**config.mk**
```make
export PLATFORM = sky130hd
export DESIGN_NAME = mstb_div
export DESIGN_NICKNAME = d
export VERILOG_FILES = /design/src/rtl/mstb_pkg.sv /design/src/rtl/mstb_div.sv
export SDC_FILE = /design/constraint.sdc
export NUM_CORES = 1
export LEC_CHECK = 0
export ABC_AREA = 1
export BUFFER_PORTS_ARGS = -buffer_cell sky130_fd_sc_hd__buf_4
export CORE_MARGIN = 3
export CORE_UTILIZATION = 45
export CTS_BUF_LIST = sky130_fd_sc_hd__clkbuf_2 sky130_fd_sc_hd__clkbuf_4 sky130_fd_sc_hd__clkbuf_8
export CTS_CLUSTER_SIZE = 10
export DETAILED_ROUTE_END_ITERATION = 10
export GPL_TIMING_DRIVEN = 0
export SYNTH_ARGS = -nofsm -noshare
export SYNTH_HDL_FRONTEND = slang
export SYNTH_SLANG_ARGS = --single-unit
```
**constraint.sdc**
```tcl
create_clock -name i_clk -period 5.8 [get_ports i_clk]
set_input_delay 1.45 -clock i_clk [delete_from_list [all_inputs] [get_ports i_clk]]
set_output_delay 1.45 -clock i_clk [all_outputs]
set_load 0.03 [all_outputs]
```
**src/rtl/mstb_pkg.sv**
```systemverilog
// shared widths and divider request/response types for the step-limit core
// no dependencies
`default_nettype none

package mstb_pkg;

    localparam int Q_W     = 32;             // signed q16.16 operand width
    localparam int LIM_W   = 31;             // unsigned step limit width
    localparam int FRAC_W  = 16;             // fractional bits
    localparam int DIFF_W  = Q_W + 1;        // bound minus point, no overflow
    localparam int DVD_W   = DIFF_W + FRAC_W; // scaled dividend width
    localparam int CNT_W   = $clog2(DVD_W);  // divider step counter width
    localparam int MAX_DIM = 4096;           // longest vector
    localparam int POS_W   = $clog2(MAX_DIM);

    localparam logic [LIM_W-1:0] LIM_MAX = {LIM_W{1'b1}};

    // divider launch
    typedef struct packed {
        logic              start;
        logic [DIFF_W-1:0] dividend;  // magnitude, before scaling
        logic [Q_W-1:0]    divisor;   // magnitude, nonzero
    } t_div_req;

    // divider completion
    typedef struct packed {
        logic             done;
        logic [LIM_W-1:0] quot;     // saturated quotient
    } t_div_rsp;

endpackage

`default_nettype wire

```
**src/rtl/mstb_div.sv**
```systemverilog
// radix-2 restoring divider, one quotient bit per cycle, saturating output
// depends on mstb_pkg
`default_nettype none

module mstb_div
    import mstb_pkg::*;
(
    input  wire logic     i_clk,
    input  wire logic     i_rst_n,
    input  wire t_div_req i_req,
    output t_div_rsp      o_rsp
);

    logic              r_busy;
    logic              r_done;
    logic [CNT_W-1:0]  r_cnt;
    logic [DVD_W-1:0]  r_dvd;
    logic [Q_W-1:0]    r_dvs;
    logic [Q_W-1:0]    r_rem;
    logic [LIM_W-1:0]  r_quo;
    logic              r_sat;

    logic [DIFF_W-1:0] w_trial;
    logic [DIFF_W-1:0] w_sub;
    logic              w_ge;

    // trial subtract of the divisor from the shifted partial remainder
    assign w_trial = {r_rem, r_dvd[DVD_W-1]};
    assign w_sub   = w_trial - {1'b0, r_dvs};
    assign w_ge    = (w_trial >= {1'b0, r_dvs});

    // control
    always_ff @(posedge i_clk) begin
        if (!i_rst_n) begin
            r_busy <= 1'b0;
            r_done <= 1'b0;
            r_cnt  <= '0;
        end else begin
            r_done <= 1'b0;
            if (i_req.start) begin
                r_busy <= 1'b1;
                r_cnt  <= CNT_W'(DVD_W - 1);
            end else if (r_busy) begin
                r_cnt <= r_cnt - 1'b1;
                if (r_cnt == '0) begin
                    r_busy <= 1'b0;
                    r_done <= 1'b1;
                end
            end
        end
    end

    // datapath: quotient bits at or above the limit width only set saturation
    always_ff @(posedge i_clk) begin
        if (i_req.start) begin
            r_dvd <= {i_req.dividend, {FRAC_W{1'b0}}};
            r_dvs <= i_req.divisor;
            r_rem <= '0;
            r_quo <= '0;
            r_sat <= 1'b0;
        end else if (r_busy) begin
            r_dvd <= {r_dvd[DVD_W-2:0], 1'b0};
            r_rem <= w_ge ? w_sub[Q_W-1:0] : w_trial[Q_W-1:0];
            r_quo <= {r_quo[LIM_W-2:0], w_ge};
            r_sat <= r_sat | (w_ge & (r_cnt >= CNT_W'(LIM_W)));
        end
    end

    assign o_rsp.done = r_done;
    assign o_rsp.quot = r_sat ? LIM_MAX : r_quo;

endmodule

`default_nettype wire

```
==> impl_metrics.xml, run 1 <==
<?xml version="1.0" encoding="UTF-8"?>
<metrics>
  <group name="global_route">
    <metric name="global_route_wire_length_before_repair" unit="mm">33.8</metric>
    <metric name="grt_overflow_total" unit="">0</metric>
    <metric name="groute.usage.overall" unit="%">21.5</metric>
    <metric name="maximum_number_of_pins_on_one_net_before_global_route_repair" unit="">35</metric>
    <metric name="antenna_found_initial" unit="">0</metric>
    <metric name="first_global_vias" unit="">6989</metric>
  </group>
  <group name="synthesis">
    <metric name="syn_avg_cell_area" unit="sq um">7.07</metric>
    <metric name="yosysSeqAreaShare" unit="%">42.2</metric>
    <metric name="fraction_of_synthesized_cell_area_taken_by_the_top_area_cell_type" unit="%">24.3</metric>
    <metric name="synth_fp_nets" unit="">1239</metric>
    <metric name="synth.cell_area" unit="sq mm">0.00803</metric>
    <metric name="yosys_warnings" unit="">0</metric>
    <metric name="syn_inst" unit="">1136</metric>
    <metric name="synth.distinct_cells" unit="">40</metric>
    <metric name="ys_top_cells_by_area" unit="">sky130_fd_sc_hd__edfxtp_1, sky130_fd_sc_hd__nand2_1, sky130_fd_sc_hd__dfxtp_1</metric>
    <metric name="yosys.area.top_type" unit="">sky130_fd_sc_hd__edfxtp_1</metric>
    <metric name="synth-seq-cells" unit="">137</metric>
  </group>
  <group name="routing">
    <metric name="routed_wirelength" unit="mm">20.4</metric>
    <metric name="vias" unit="">7065</metric>
    <metric name="remaining_drc_errors" unit="">0</metric>
    <metric name="avgRoutedWirePerCell" unit="um">13.7</metric>
    <metric name="viasPerCell" unit="">4.73</metric>
    <metric name="route.antenna.remaining_nets" unit="">0</metric>
    <metric name="drtIter0Drc" unit="">376</metric>
    <metric name="drtPass1Iterations" unit="">5</metric>
  </group>
  <group name="setup_path">
    <metric name="critPathLaunchType" unit="">input pin</metric>
    <metric name="path_max_fanout" unit="">34</metric>
    <metric name="crit_path_end_kind" unit="">register</metric>
    <metric name="criticalPathCategory" unit="">in -&gt; reg</metric>
    <metric name="worst_ep_required_time" unit="ns">6.12</metric>
    <metric name="cp.arrival" unit="ns">3.37</metric>
  </group>
  <group name="clock_network">
    <metric name="cts-hold-fix-buffers" unit="">0</metric>
    <metric name="cts.root.buffer_cell" unit="">sky130_fd_sc_hd__clkbuf_8</metric>
    <metric name="clk_path_buf_depth" unit="">2</metric>
    <metric name="cts_resized" unit="">0</metric>
    <metric name="worst_setup_hold_path_clk_slew" unit="ns">0.08</metric>
    <metric name="h-tree-depth" unit="">4</metric>
    <metric name="clock_insertion_delay_worst_skew" unit="ns">0.46</metric>
    <metric name="cts-buffers-inserted" unit="">17</metric>
    <metric name="clock_sinks" unit="">137</metric>
    <metric name="post_cts.repair.setup_buffers" unit="">0</metric>
    <metric name="cts_tree" unit="">built</metric>
  </group>
  <group name="place">
    <metric name="place_worst_setup_slack" unit="ns">2.26</metric>
    <metric name="buffer_ports.inserted" unit="">99</metric>
    <metric name="gpl.final_weighted_congestion" unit="">0.943</metric>
    <metric name="dp_hpwl" unit="mm">15.6</metric>
    <metric name="placement.cell_area" unit="sq mm">0.00909</metric>
    <metric name="number_of_cells_after_detailed_placement" unit="">1461</metric>
  </group>
  <group name="finish">
    <metric name="insertedDiodeCount" unit="">0</metric>
    <metric name="areaGrowthSynthToFinish" unit="%">17.7</metric>
    <metric name="finalCoreUtilization" unit="%">54.5</metric>
    <metric name="area.sequential" unit="sq mm">0.00339</metric>
    <metric name="multi_input_comb_area" unit="sq mm">0.00368</metric>
    <metric name="fin_area" unit="sq mm">0.00946</metric>
    <metric name="fin_cells" unit="">1493</metric>
    <metric name="fraction_of_final_layout_cells_with_drive_strength_greater_than_1" unit="%">13.5</metric>
    <metric name="layout.nets" unit="">1358</metric>
    <metric name="n_fill_cell" unit="">1820</metric>
  </group>
  <group name="floorplan">
    <metric name="std_cell_rows" unit="">48</metric>
    <metric name="io_pins" unit="">100</metric>
    <metric name="fp.dieW" unit="um">140</metric>
    <metric name="effective_utilization_at_floorplan" unit="%">46.3</metric>
    <metric name="die_height" unit="um">140</metric>
    <metric name="fp.coreArea" unit="sq mm">0.0174</metric>
    <metric name="die-area" unit="sq mm">0.0195</metric>
  </group>
  <group name="run">
    <metric name="maxCapViolations" unit="">0</metric>
  </group>
  <group name="sta">
    <metric name="final_max_slew_viol_count" unit="">0</metric>
    <metric name="final.setup.worst_slack" unit="ns">2.75</metric>
    <metric name="period_share" unit="%">52.6</metric>
    <metric name="fin_skew" unit="ns">0.0137</metric>
    <metric name="finalHoldWorstSlack" unit="ns">0.471</metric>
    <metric name="report.final.hold_viol_count" unit="">0</metric>
    <metric name="setup_tns" unit="ns">0</metric>
    <metric name="setup-violations-final" unit="">0</metric>
    <metric name="rsz0062_at_grt" unit="">false</metric>
    <metric name="clock.fmax" unit="GHz">0.328</metric>
    <metric name="clock_period_minus_worst_slack" unit="ns">3.05</metric>
    <metric name="max_slew_margin" unit="%">45.0</metric>
    <metric name="worst_pin_slew" unit="ns">0.822</metric>
  </group>
  <group name="pwr">
    <metric name="vdd.ir_drop.worst" unit="uV">199</metric>
    <metric name="power.leakage" unit="nW">5.08</metric>
    <metric name="power_per_cell_area" unit="mW/mm^2">221</metric>
    <metric name="p_total" unit="mW">2.10</metric>
  </group>
  <group name="hold_path">
    <metric name="min-delay-path-class" unit="">reg -&gt; reg</metric>
  </group>
  <group name="run_status">
    <metric name="status" unit="">complete, no violations</metric>
  </group>
</metrics>
-- cell usage in the layout (no fill, tap or decap), types with 3 or more instances in the layout --
cell	Yosys	routed
sky130_fd_sc_hd__o22ai_1	31	31
sky130_fd_sc_hd__o21bai_1	3	3
sky130_fd_sc_hd__nand2_2	10	10
sky130_fd_sc_hd__nand2_1	458	458
sky130_fd_sc_hd__nand3b_1	13	13
sky130_fd_sc_hd__nand3_1	75	75
sky130_fd_sc_hd__xnor2_1	12	12
sky130_fd_sc_hd__nand4_1	7	7
sky130_fd_sc_hd__buf_2	7	7
sky130_fd_sc_hd__clkbuf_8	0	17
sky130_fd_sc_hd__nor2_2	4	4
sky130_fd_sc_hd__nor3_1	9	9
sky130_fd_sc_hd__xor2_1	3	3
sky130_fd_sc_hd__inv_2	4	4
sky130_fd_sc_hd__dfxtp_1	72	72
sky130_fd_sc_hd__edfxtp_1	65	65
sky130_fd_sc_hd__nor2_1	45	45
sky130_fd_sc_hd__a21oi_1	22	22
sky130_fd_sc_hd__clkbuf_1	18	17
sky130_fd_sc_hd__o21ai_1	6	6
sky130_fd_sc_hd__buf_4	2	101
sky130_fd_sc_hd__ha_1	34	34
sky130_fd_sc_hd__inv_1	206	207
sky130_fd_sc_hd__inv_6	0	6
sky130_fd_sc_hd__o21ai_0	7	7
-- sequential cells by signal, indices dropped and copies added (netlist names) --
| register | flops |
|---|---|
| r_dvs | 32 |
| r_dvd | 33 |
| r_quo | 31 |
| r_cnt | 6 |
| r_sat | 1 |
| r_busy | 1 |
| r_rem | 32 |
| r_done | 1 |
-- power by group --
part / internal [mW] / total (mW) / switching (mW) / leakage [nW]
clock network: 0.348 / 0.771 / 0.424 / 0.200
logic: 0.0918 / 0.241 / 0.149 / 3.65
registers: 1.07 / 1.08 / 0.0154 / 1.23
-- area by class of cell --
cell class	instances	area share [%]
inverter	211	8.37
multi-input combinational	757	39.0
clock buffer	17	2.47
timing repair buffer	100	8.15
clock inverter	15	1.46
sequential	137	35.9
tap	225	2.98
buffer	31	1.75
-- kinds of logic (layout without fill, tap and decap cells) --
| kind of cell | Yosys count | after routing | share of synthesized area (%) |
|---|---|---|---|
| buffers and inverters | 242 | 374 | 11.9 |
| XOR/XNOR | 15 | 15 | 1.64 |
| AO/OA/AOI/OAI | 74 | 74 | 5.37 |
| flip-flops | 137 | 137 | 42.2 |
| AND/OR/NAND/NOR | 633 | 633 | 33.3 |
| adder cells (fa/ha/maj) | 35 | 35 | 5.54 |
-- synth_stat cells (all sizes together) --
library cell,instances
nand2,470
inv,210
nand3,76
dfxtp,72
edfxtp,65
nor2,53
ha,34
o22ai,31
a21oi,23
clkbuf,18
buf,13
nand3b,13
o21ai,13
xnor2,12
nor3,10
nand4,7
o21bai,3
xor2,3
and2,2
nor4,2
o21a,2
a211oi,1
a41oi,1
clkinv,1
fa,1
-- per-layer routing --
layer | vias to the layer above | track usage, % | wire [um]
met2 | 148 | 36.3 | 9490
met5 | - | 0 | 0
met3 | 29 | 5.67 | 1130
met4 | 0 | 6.68 | 505
met1 | 3116 | 27.1 | 9320
li1 | 3772 | - | -
-- worst paths after layout --
| kind | start | to | slack, ns | depth (start not counted) |
|---|---|---|---|---|
| hold reg to reg | r_rem[21] | r_rem[21] | 0.47 | 2 |
| setup / recovery | i_req[65] | r_quo[5] | 2.75 | 6 |
| setup reg to reg | r_dvs[19] | r_rem[23] | 3.42 | 15 |
| hold / removal | r_rem[21] | r_rem[21] | 0.47 | 2 |
-- critical path, cell delays in order --
cell and delay [ns]:
sky130_fd_sc_hd__buf_4 0.40, sky130_fd_sc_hd__clkbuf_1 0.47, sky130_fd_sc_hd__nor2_1 0.35, sky130_fd_sc_hd__inv_1 0.17, sky130_fd_sc_hd__clkbuf_1 0.38, sky130_fd_sc_hd__o22ai_1 0.13
No activity file was read; power rests on OpenSTA's default activity.
==> inputs of run 2 (changes only) <==
--- a/config.mk
+++ b/config.mk
@@ -5,7 +5,7 @@
 export SDC_FILE = /design/constraint.sdc
 export NUM_CORES = 1
 export LEC_CHECK = 0
-export ABC_AREA = 1
+export ABC_AREA = 0
 export BUFFER_PORTS_ARGS = -buffer_cell sky130_fd_sc_hd__buf_4
 export CORE_MARGIN = 3
 export CORE_UTILIZATION = 45
@@ -13,6 +13,7 @@
 export CTS_CLUSTER_SIZE = 10
 export DETAILED_ROUTE_END_ITERATION = 10
 export GPL_TIMING_DRIVEN = 0
+export PLACE_DENSITY = 0.67
 export SYNTH_ARGS = -nofsm -noshare
 export SYNTH_HDL_FRONTEND = slang
 export SYNTH_SLANG_ARGS = --single-unit
==> constraint.sdc (replaced) <==
create_clock -name i_clk -period 2.8 [get_ports i_clk]
set_input_delay 0.7 -clock i_clk [delete_from_list [all_inputs] [get_ports i_clk]]
set_output_delay 0.7 -clock i_clk [all_outputs]
set_load 0.03 [all_outputs]
==> impl_metrics.xml, run 2 <==
<?xml version="1.0" encoding="UTF-8"?>
<metrics>
  <group name="global_route">
    <metric name="grt_overflow_total" unit="">0</metric>
    <metric name="global_route_wire_length_before_repair" unit="mm">27.0</metric>
    <metric name="groute.usage.overall" unit="%">18.3</metric>
    <metric name="maximum_number_of_pins_on_one_net_before_global_route_repair" unit="">34</metric>
    <metric name="first_global_vias" unit="">5667</metric>
    <metric name="antenna_found_initial" unit="">0</metric>
  </group>
  <group name="synthesis">
    <metric name="synth_fp_nets" unit="">846</metric>
    <metric name="syn_avg_cell_area" unit="sq um">10.1</metric>
    <metric name="yosys_warnings" unit="">0</metric>
    <metric name="syn_inst" unit="">743</metric>
    <metric name="ys_top_cells_by_area" unit="">sky130_fd_sc_hd__edfxtp_1, sky130_fd_sc_hd__dfxtp_1, sky130_fd_sc_hd__mux2i_1</metric>
    <metric name="fraction_of_synthesized_cell_area_taken_by_the_top_area_cell_type" unit="%">26.1</metric>
    <metric name="yosysSeqAreaShare" unit="%">45.4</metric>
    <metric name="yosys.area.top_type" unit="">sky130_fd_sc_hd__edfxtp_1</metric>
    <metric name="synth_ff_type" unit="">sky130_fd_sc_hd__dfxtp_1</metric>
    <metric name="synth-edff-count" unit="">65</metric>
    <metric name="synth.cell_area" unit="sq mm">0.00747</metric>
    <metric name="synth.distinct_cells" unit="">59</metric>
    <metric name="synth-seq-cells" unit="">137</metric>
    <metric name="ys_async_sr_fraction" unit="%">0</metric>
    <metric name="synth.most_common_cell" unit="">sky130_fd_sc_hd__nor2_1</metric>
    <metric name="yosys-top-cells-count" unit="">sky130_fd_sc_hd__nor2_1, sky130_fd_sc_hd__dfxtp_1, sky130_fd_sc_hd__edfxtp_1, sky130_fd_sc_hd__mux2i_1</metric>
  </group>
  <group name="setup_path">
    <metric name="crit_path_end_kind" unit="">register</metric>
    <metric name="criticalPathCategory" unit="">reg -&gt; reg</metric>
    <metric name="crit_path_frequent_cell" unit="">sky130_fd_sc_hd__buf_12</metric>
    <metric name="critPathLaunchType" unit="">register</metric>
    <metric name="path_max_fanout" unit="">10</metric>
    <metric name="worst_ep_required_time" unit="ns">3.11</metric>
    <metric name="critical-path-max-stage-delay" unit="ns">0.37</metric>
    <metric name="critical_path.slowest_cell" unit="">sky130_fd_sc_hd__o311ai_4</metric>
    <metric name="reg2reg_setup_slack" unit="ns">0.05</metric>
    <metric name="critical_path.cell_chain" unit="">inv_1, ha_1, buf_6, nand2_4, nor4_4, nand3_2, o311ai_4, o31ai_4, a31oi_4, buf_12, buf_12, mux2i_2, a211oi_2</metric>
    <metric name="cp.arrival" unit="ns">3.05</metric>
  </group>
  <group name="sta">
    <metric name="clock_period_minus_worst_slack" unit="ns">2.75</metric>
    <metric name="final_max_slew_viol_count" unit="">0</metric>
    <metric name="fin_skew" unit="ns">0.0115</metric>
    <metric name="clock.fmax" unit="GHz">0.364</metric>
    <metric name="setup_tns" unit="ns">0</metric>
    <metric name="worst_pin_slew" unit="ns">1.23</metric>
    <metric name="setup-violations-final" unit="">0</metric>
    <metric name="period_share" unit="%">98.1</metric>
    <metric name="max_slew_margin" unit="%">18.2</metric>
    <metric name="report.final.hold_viol_count" unit="">0</metric>
  </group>
  <group name="routing">
    <metric name="route.antenna.remaining_nets" unit="">0</metric>
    <metric name="routed_wirelength" unit="mm">16.4</metric>
    <metric name="vias" unit="">5728</metric>
    <metric name="avgRoutedWirePerCell" unit="um">14.9</metric>
    <metric name="drtIter0Drc" unit="">327</metric>
    <metric name="viasPerCell" unit="">5.22</metric>
    <metric name="remaining_drc_errors" unit="">0</metric>
    <metric name="drtPass1Iterations" unit="">6</metric>
  </group>
  <group name="floorplan">
    <metric name="fp.dieW" unit="um">135</metric>
    <metric name="io_pins" unit="">100</metric>
    <metric name="die-area" unit="sq mm">0.0182</metric>
    <metric name="die_height" unit="um">135</metric>
    <metric name="effective_utilization_at_floorplan" unit="%">46.5</metric>
    <metric name="fp.coreArea" unit="sq mm">0.0161</metric>
    <metric name="std_cell_rows" unit="">46</metric>
  </group>
  <group name="finish">
    <metric name="largest_registers" unit="">r_dvd x33, r_dvs x32, r_rem x32</metric>
    <metric name="n_fill_cell" unit="">1440</metric>
    <metric name="areaGrowthSynthToFinish" unit="%">23.8</metric>
    <metric name="fraction_of_final_layout_cells_with_drive_strength_greater_than_1" unit="%">29.3</metric>
    <metric name="insertedDiodeCount" unit="">0</metric>
    <metric name="top_register" unit="">r_dvd</metric>
    <metric name="layout.nets" unit="">971</metric>
    <metric name="fin_cells" unit="">1097</metric>
    <metric name="leading_cell_types_in_the_layout_fill_and_taps_excluded" unit="">sky130_fd_sc_hd__buf_4, sky130_fd_sc_hd__nor2_1, sky130_fd_sc_hd__dfxtp_1</metric>
    <metric name="layout.cells.most_common" unit="">sky130_fd_sc_hd__buf_4</metric>
    <metric name="flip_flop_count_of_the_largest_register_all_copies_and_words_added" unit="">33</metric>
  </group>
  <group name="run_status">
    <metric name="status" unit="">complete, no violations</metric>
  </group>
  <group name="clock_network">
    <metric name="cts-buffers-inserted" unit="">17</metric>
    <metric name="worst_setup_hold_path_clk_slew" unit="ns">0.08</metric>
    <metric name="cts.root.buffer_cell" unit="">sky130_fd_sc_hd__clkbuf_8</metric>
    <metric name="clock_sinks" unit="">137</metric>
    <metric name="clk_path_buf_depth" unit="">2</metric>
    <metric name="h-tree-depth" unit="">4</metric>
    <metric name="cts-hold-fix-buffers" unit="">0</metric>
    <metric name="cts_tree" unit="">built</metric>
    <metric name="clock_insertion_delay_worst_skew" unit="ns">0.45</metric>
  </group>
  <group name="hold_path">
    <metric name="min-delay-path-class" unit="">in -&gt; reg</metric>
  </group>
  <group name="place">
    <metric name="number_of_cells_after_detailed_placement" unit="">1058</metric>
    <metric name="gpl.final_weighted_congestion" unit="">0.910</metric>
    <metric name="buffer_ports.inserted" unit="">99</metric>
    <metric name="dp_hpwl" unit="mm">11.7</metric>
  </group>
  <group name="pwr">
    <metric name="power.leakage" unit="nW">3.87</metric>
    <metric name="power_per_cell_area" unit="mW/mm^2">567</metric>
    <metric name="vdd.ir_drop.worst" unit="uV">331</metric>
  </group>
  <group name="run">
    <metric name="maxCapViolations" unit="">0</metric>
  </group>
</metrics>
[run 2: cell types whose count changed in the layout (fill, tap and decap cells not counted), moves of 15 or more]
cell	change
sky130_fd_sc_hd__inv_1	-163
sky130_fd_sc_hd__mux2_2	+34
sky130_fd_sc_hd__or2_2	+32
sky130_fd_sc_hd__a21oi_1	+15
sky130_fd_sc_hd__mux2i_1	+53
sky130_fd_sc_hd__nand2_1	-419
sky130_fd_sc_hd__o22ai_1	-30
sky130_fd_sc_hd__nand3_1	-70
sky130_fd_sc_hd__nor2_1	+40
sky130_fd_sc_hd__a211oi_1	+25
[run 2: cell families (layout without fill, tap and decap cells)]
family / after synthesis / in the layout / share of synthesized area [%]
AND/OR/NAND/NOR: 222 / 222 / 14.3
AO/OA/AOI/OAI: 147 / 147 / 13.4
flip-flops: 137 / 137 / 45.4
multiplexers: 89 / 89 / 12.5
buffers and inverters: 81 / 219 / 4.65
adder cells (fa/ha/maj): 35 / 35 / 5.96
XOR/XNOR: 32 / 32 / 3.75
[run 2: where the power goes]
part / internal, mW / leakage (nW) / switching [mW]
registers: 2.25 / 1.23 / 0.0639
clock network: 1.07 / 0.230 / 0.779
logic: 0.493 / 2.41 / 0.597
total: 3.80 / 3.87 / 1.44
[run 2: per-stage QoR]
step | total power [mW] | util [%] | setup WS (ns) | hold WS, ns | instance area [sq um]
after floorplan | 3.06 | - | 0.321 | 0.452 | 7470
after global placement | 3.33 | 52.9 | -0.165 | 0.465 | 8490
after detailed placement | 3.33 | 52.9 | -0.186 | 0.487 | 8490
after CTS | 5.20 | 56.1 | 0.0166 | 0.393 | 9000
after global routing | 5.51 | 57.6 | -0.0448 | 0.396 | 9250
final | 5.24 | 57.6 | 0.0534 | 0.421 | 9250
[run 2: worst paths after layout]
| path | from | endpoint | cells past startpoint |
|---|---|---|---|
| setup / recovery | r_dvs[21] | r_rem[3] | 13 |
| hold reg to reg | r_rem[16] | r_rem[16] | 2 |
| setup reg to reg | r_dvs[21] | r_rem[3] | 13 |
| hold / removal | i_req[4] | r_dvs[4] | 1 |
[run 2: metal layers]
metal | vias up | GRT usage [%] | share of wire (%)
met3 | 29 | 3.61 | 4.1
met2 | 120 | 28.6 | 46
met1 | 2669 | 25.3 | 48
li1 | 2910 | - | -
met5 | - | 0 | 0
met4 | 0 | 6.79 | 1.9
[run 2: final cells by class]
type	count	area, sq um	area share [%]
multi-input cells	525	3960	42.8
flip-flops and latches	137	3390	36.7
repair buffers	106	808	8.74
clock buffers	22	290	3.14
well taps	216	270	2.92
plain buffers	37	201	2.18
clock inverters	10	168	1.81
inverters	44	165	1.79
[run 2: critical path: cells and delay by family (launching register included)]
family	cells	cell delay, ns
AO/OA/AOI/OAI	4	0.79
adder cells (fa/ha/maj)	1	0.29
buffers and inverters	4	0.48
flip-flops	1	0.33
multiplexers	1	0.25
AND/OR/NAND/NOR	3	0.45
[run 2: timing repair]
item / CTS / global route
gates resized for setup: 4 / 49
buffers inserted: 3 / 4
endpoints found under the setup margin: 32 / 32
pin swaps: 3 / 8
==> inputs of run 3 (changes only) <==
--- a/config.mk
+++ b/config.mk
@@ -12,7 +12,6 @@
 export CTS_BUF_LIST = sky130_fd_sc_hd__clkbuf_2 sky130_fd_sc_hd__clkbuf_4 sky130_fd_sc_hd__clkbuf_8
 export CTS_CLUSTER_SIZE = 10
 export DETAILED_ROUTE_END_ITERATION = 10
-export GPL_TIMING_DRIVEN = 0
 export PLACE_DENSITY = 0.67
 export SYNTH_ARGS = -nofsm -noshare
 export SYNTH_HDL_FRONTEND = slang
==> impl_metrics.xml, run 3 (synthesis results as in run 2) <==
<?xml version="1.0" encoding="UTF-8"?>
<metrics>
  <group name="finish">
    <metric name="layout.nets" unit="">961</metric>
    <metric name="finalCoreUtilization" unit="%">57.6</metric>
    <metric name="areaGrowthSynthToFinish" unit="%">23.7</metric>
    <metric name="top_register" unit="">r_dvd</metric>
    <metric name="fin_cells" unit="">1087</metric>
    <metric name="fraction_of_final_layout_cells_with_drive_strength_greater_than_1" unit="%">29.7</metric>
    <metric name="layout.cells.most_common" unit="">sky130_fd_sc_hd__buf_4</metric>
    <metric name="n_fill_cell" unit="">1400</metric>
    <metric name="flip_flop_count_of_the_largest_register_all_copies_and_words_added" unit="">33</metric>
    <metric name="leading_cell_types_in_the_layout_fill_and_taps_excluded" unit="">sky130_fd_sc_hd__buf_4, sky130_fd_sc_hd__nor2_1, sky130_fd_sc_hd__dfxtp_1</metric>
    <metric name="largest_registers" unit="">r_dvd x33, r_dvs x32, r_rem x32</metric>
    <metric name="insertedDiodeCount" unit="">0</metric>
  </group>
  <group name="pwr">
    <metric name="pwr-share-clk" unit="%">35.1</metric>
    <metric name="seq_power_share" unit="%">44.1</metric>
    <metric name="vdd.ir_drop.worst" unit="uV">400</metric>
    <metric name="intPower" unit="mW">3.75</metric>
    <metric name="netSwitchingPower" unit="mW">1.51</metric>
    <metric name="power.leakage" unit="nW">3.91</metric>
    <metric name="combinationalPowerShare" unit="%">20.8</metric>
    <metric name="sw_ratio" unit="%">28.7</metric>
    <metric name="power_per_cell_area" unit="mW/mm^2">569</metric>
  </group>
  <group name="routing">
    <metric name="remaining_drc_errors" unit="">0</metric>
    <metric name="avgRoutedWirePerCell" unit="um">15.4</metric>
    <metric name="vias" unit="">5737</metric>
    <metric name="drtIter0Drc" unit="">303</metric>
    <metric name="routed_wirelength" unit="mm">16.7</metric>
    <metric name="drtPass1Iterations" unit="">5</metric>
    <metric name="route.antenna.remaining_nets" unit="">0</metric>
    <metric name="viasPerCell" unit="">5.28</metric>
  </group>
  <group name="sta">
    <metric name="max_slew_margin" unit="%">47.3</metric>
    <metric name="clock_period_minus_worst_slack" unit="ns">2.64</metric>
    <metric name="clock.fmax" unit="GHz">0.379</metric>
    <metric name="fin_skew" unit="ns">0.0174</metric>
    <metric name="report.final.hold_viol_count" unit="">0</metric>
    <metric name="setup-violations-final" unit="">0</metric>
    <metric name="final.setup.worst_slack" unit="ns">0.164</metric>
    <metric name="period_share" unit="%">94.2</metric>
    <metric name="finalHoldWorstSlack" unit="ns">0.417</metric>
    <metric name="final_max_slew_viol_count" unit="">0</metric>
    <metric name="worst_pin_slew" unit="ns">0.789</metric>
  </group>
  <group name="place">
    <metric name="place_worst_setup_slack" unit="ns">0.0636</metric>
    <metric name="number_of_cells_after_detailed_placement" unit="">1051</metric>
    <metric name="buffer_ports.inserted" unit="">99</metric>
    <metric name="gpl.final_weighted_congestion" unit="">0.904</metric>
    <metric name="dp_hpwl" unit="mm">11.6</metric>
  </group>
  <group name="setup_path">
    <metric name="critical_path.n_buffers_inverters" unit="">3</metric>
    <metric name="critical_path.slowest_cell" unit="">sky130_fd_sc_hd__ha_1</metric>
    <metric name="critical_path.cell_chain" unit="">inv_1, ha_1, and3_2, and4bb_1, o21ai_1, nand2_1, a31oi_2, a31oi_4, buf_12, clkbuf_16, or3_1, o211ai_1</metric>
    <metric name="crit_path_end_kind" unit="">register</metric>
    <metric name="cp.arrival" unit="ns">3.01</metric>
    <metric name="worst_ep_required_time" unit="ns">3.17</metric>
    <metric name="critical-path-max-stage-delay" unit="ns">0.38</metric>
    <metric name="criticalPathCategory" unit="">reg -&gt; reg</metric>
    <metric name="path_max_fanout" unit="">11</metric>
    <metric name="critPathLaunchType" unit="">register</metric>
    <metric name="cpLargestDelayFamily" unit="">simple AND/OR/NAND/NOR gates</metric>
  </group>
  <group name="floorplan">
    <metric name="io_pins" unit="">100</metric>
    <metric name="effective_utilization_at_floorplan" unit="%">46.5</metric>
    <metric name="die-area" unit="sq mm">0.0182</metric>
    <metric name="fp.coreArea" unit="sq mm">0.0161</metric>
    <metric name="die_height" unit="um">135</metric>
    <metric name="std_cell_rows" unit="">46</metric>
    <metric name="fp.dieW" unit="um">135</metric>
  </group>
  <group name="global_route">
    <metric name="grt_overflow_total" unit="">0</metric>
    <metric name="maximum_number_of_pins_on_one_net_before_global_route_repair" unit="">106</metric>
    <metric name="antenna_found_initial" unit="">0</metric>
    <metric name="global_route_wire_length_before_repair" unit="mm">27.2</metric>
    <metric name="first_global_vias" unit="">5740</metric>
    <metric name="groute.usage.overall" unit="%">18.3</metric>
  </group>
  <group name="clock_network">
    <metric name="clock_sinks" unit="">137</metric>
    <metric name="clk_path_buf_depth" unit="">2</metric>
    <metric name="h-tree-depth" unit="">4</metric>
    <metric name="cts-buffers-inserted" unit="">17</metric>
    <metric name="worst_setup_hold_path_clk_slew" unit="ns">0.09</metric>
    <metric name="cts_tree" unit="">built</metric>
    <metric name="clock_insertion_delay_worst_skew" unit="ns">0.45</metric>
    <metric name="cts.root.buffer_cell" unit="">sky130_fd_sc_hd__clkbuf_8</metric>
    <metric name="cts-hold-fix-buffers" unit="">0</metric>
  </group>
  <group name="run_status">
    <metric name="status" unit="">complete, no violations</metric>
  </group>
  <group name="run">
    <metric name="maxCapViolations" unit="">0</metric>
  </group>
  <group name="hold_path">
    <metric name="min-delay-path-class" unit="">in -&gt; reg</metric>
  </group>
</metrics>
## run 3: changes by cell type in the layout (fill, tap and decap cells not counted), moves of 4 or more
cell / delta
sky130_fd_sc_hd__buf_4: +19
sky130_fd_sc_hd__ha_2: -6
sky130_fd_sc_hd__nand2_1: +4
sky130_fd_sc_hd__buf_1: -7
sky130_fd_sc_hd__ha_1: +5
sky130_fd_sc_hd__clkbuf_1: -20
## run 3: final cells by class
class	instances	area, sq um	share of cell area, %
multi-input cells	525	3890	42.1
well taps	216	270	2.92
flip-flops and latches	137	3400	36.7
clock buffers	17	234	2.53
inverters	44	165	1.79
repair buffers	133	1070	11.6
clock inverters	15	215	2.33
## run 3: power groups by stage
stage	Sequential, mW	Combinational, mW	Clock [mW]
CTS	2.32	1.03	1.89
finish	2.32	1.10	1.85
detailed placement	2.36	1.02	0
global placement	2.35	1.01	0
global route	2.33	1.21	1.98
floorplan	2.33	0.730	0
## run 3: final timing paths
kind                                start         to  slack, ns  cells after the start
worst max-delay path            r_dvs[10]  r_rem[25]       0.16                     12
worst min-delay path            i_req[19]  r_dvs[19]       0.42                      1
worst min register to register  r_quo[30]  r_quo[30]       0.49                      2
worst max register to register  r_dvs[10]  r_rem[25]       0.16                     12
## run 3: repair_timing
item                                    CTS  global route
hold endpoints to repair                  0             0
setup buffers                             0             3
endpoints found under the setup margin    0            34
gates resized for setup                   0            31
## run 3: layer usage
layer / share of wire, % / global-route usage [%] / up-vias
li1: - / - / 2892
met1: 46 / 24.0 / 2691
met2: 49 / 29.8 / 125
met3: 4.1 / 4.55 / 29
met4: 1.7 / 5.54 / 0
met5: 0 / 0 / -
## run 3: per-stage QoR
| step | TNS (ns) | area (sq um) | power [mW] |
|---|---|---|---|
| 2_1_floorplan | 0 | 7470 | 3.06 |
| 3_3_place_gp | 0 | 8570 | 3.36 |
| 3_5_place_dp | 0 | 8570 | 3.38 |
| 4_1_cts | 0 | 9020 | 5.24 |
| 5_1_grt | -0.00857 | 9240 | 5.53 |
| 6_report | 0 | 9240 | 5.26 |
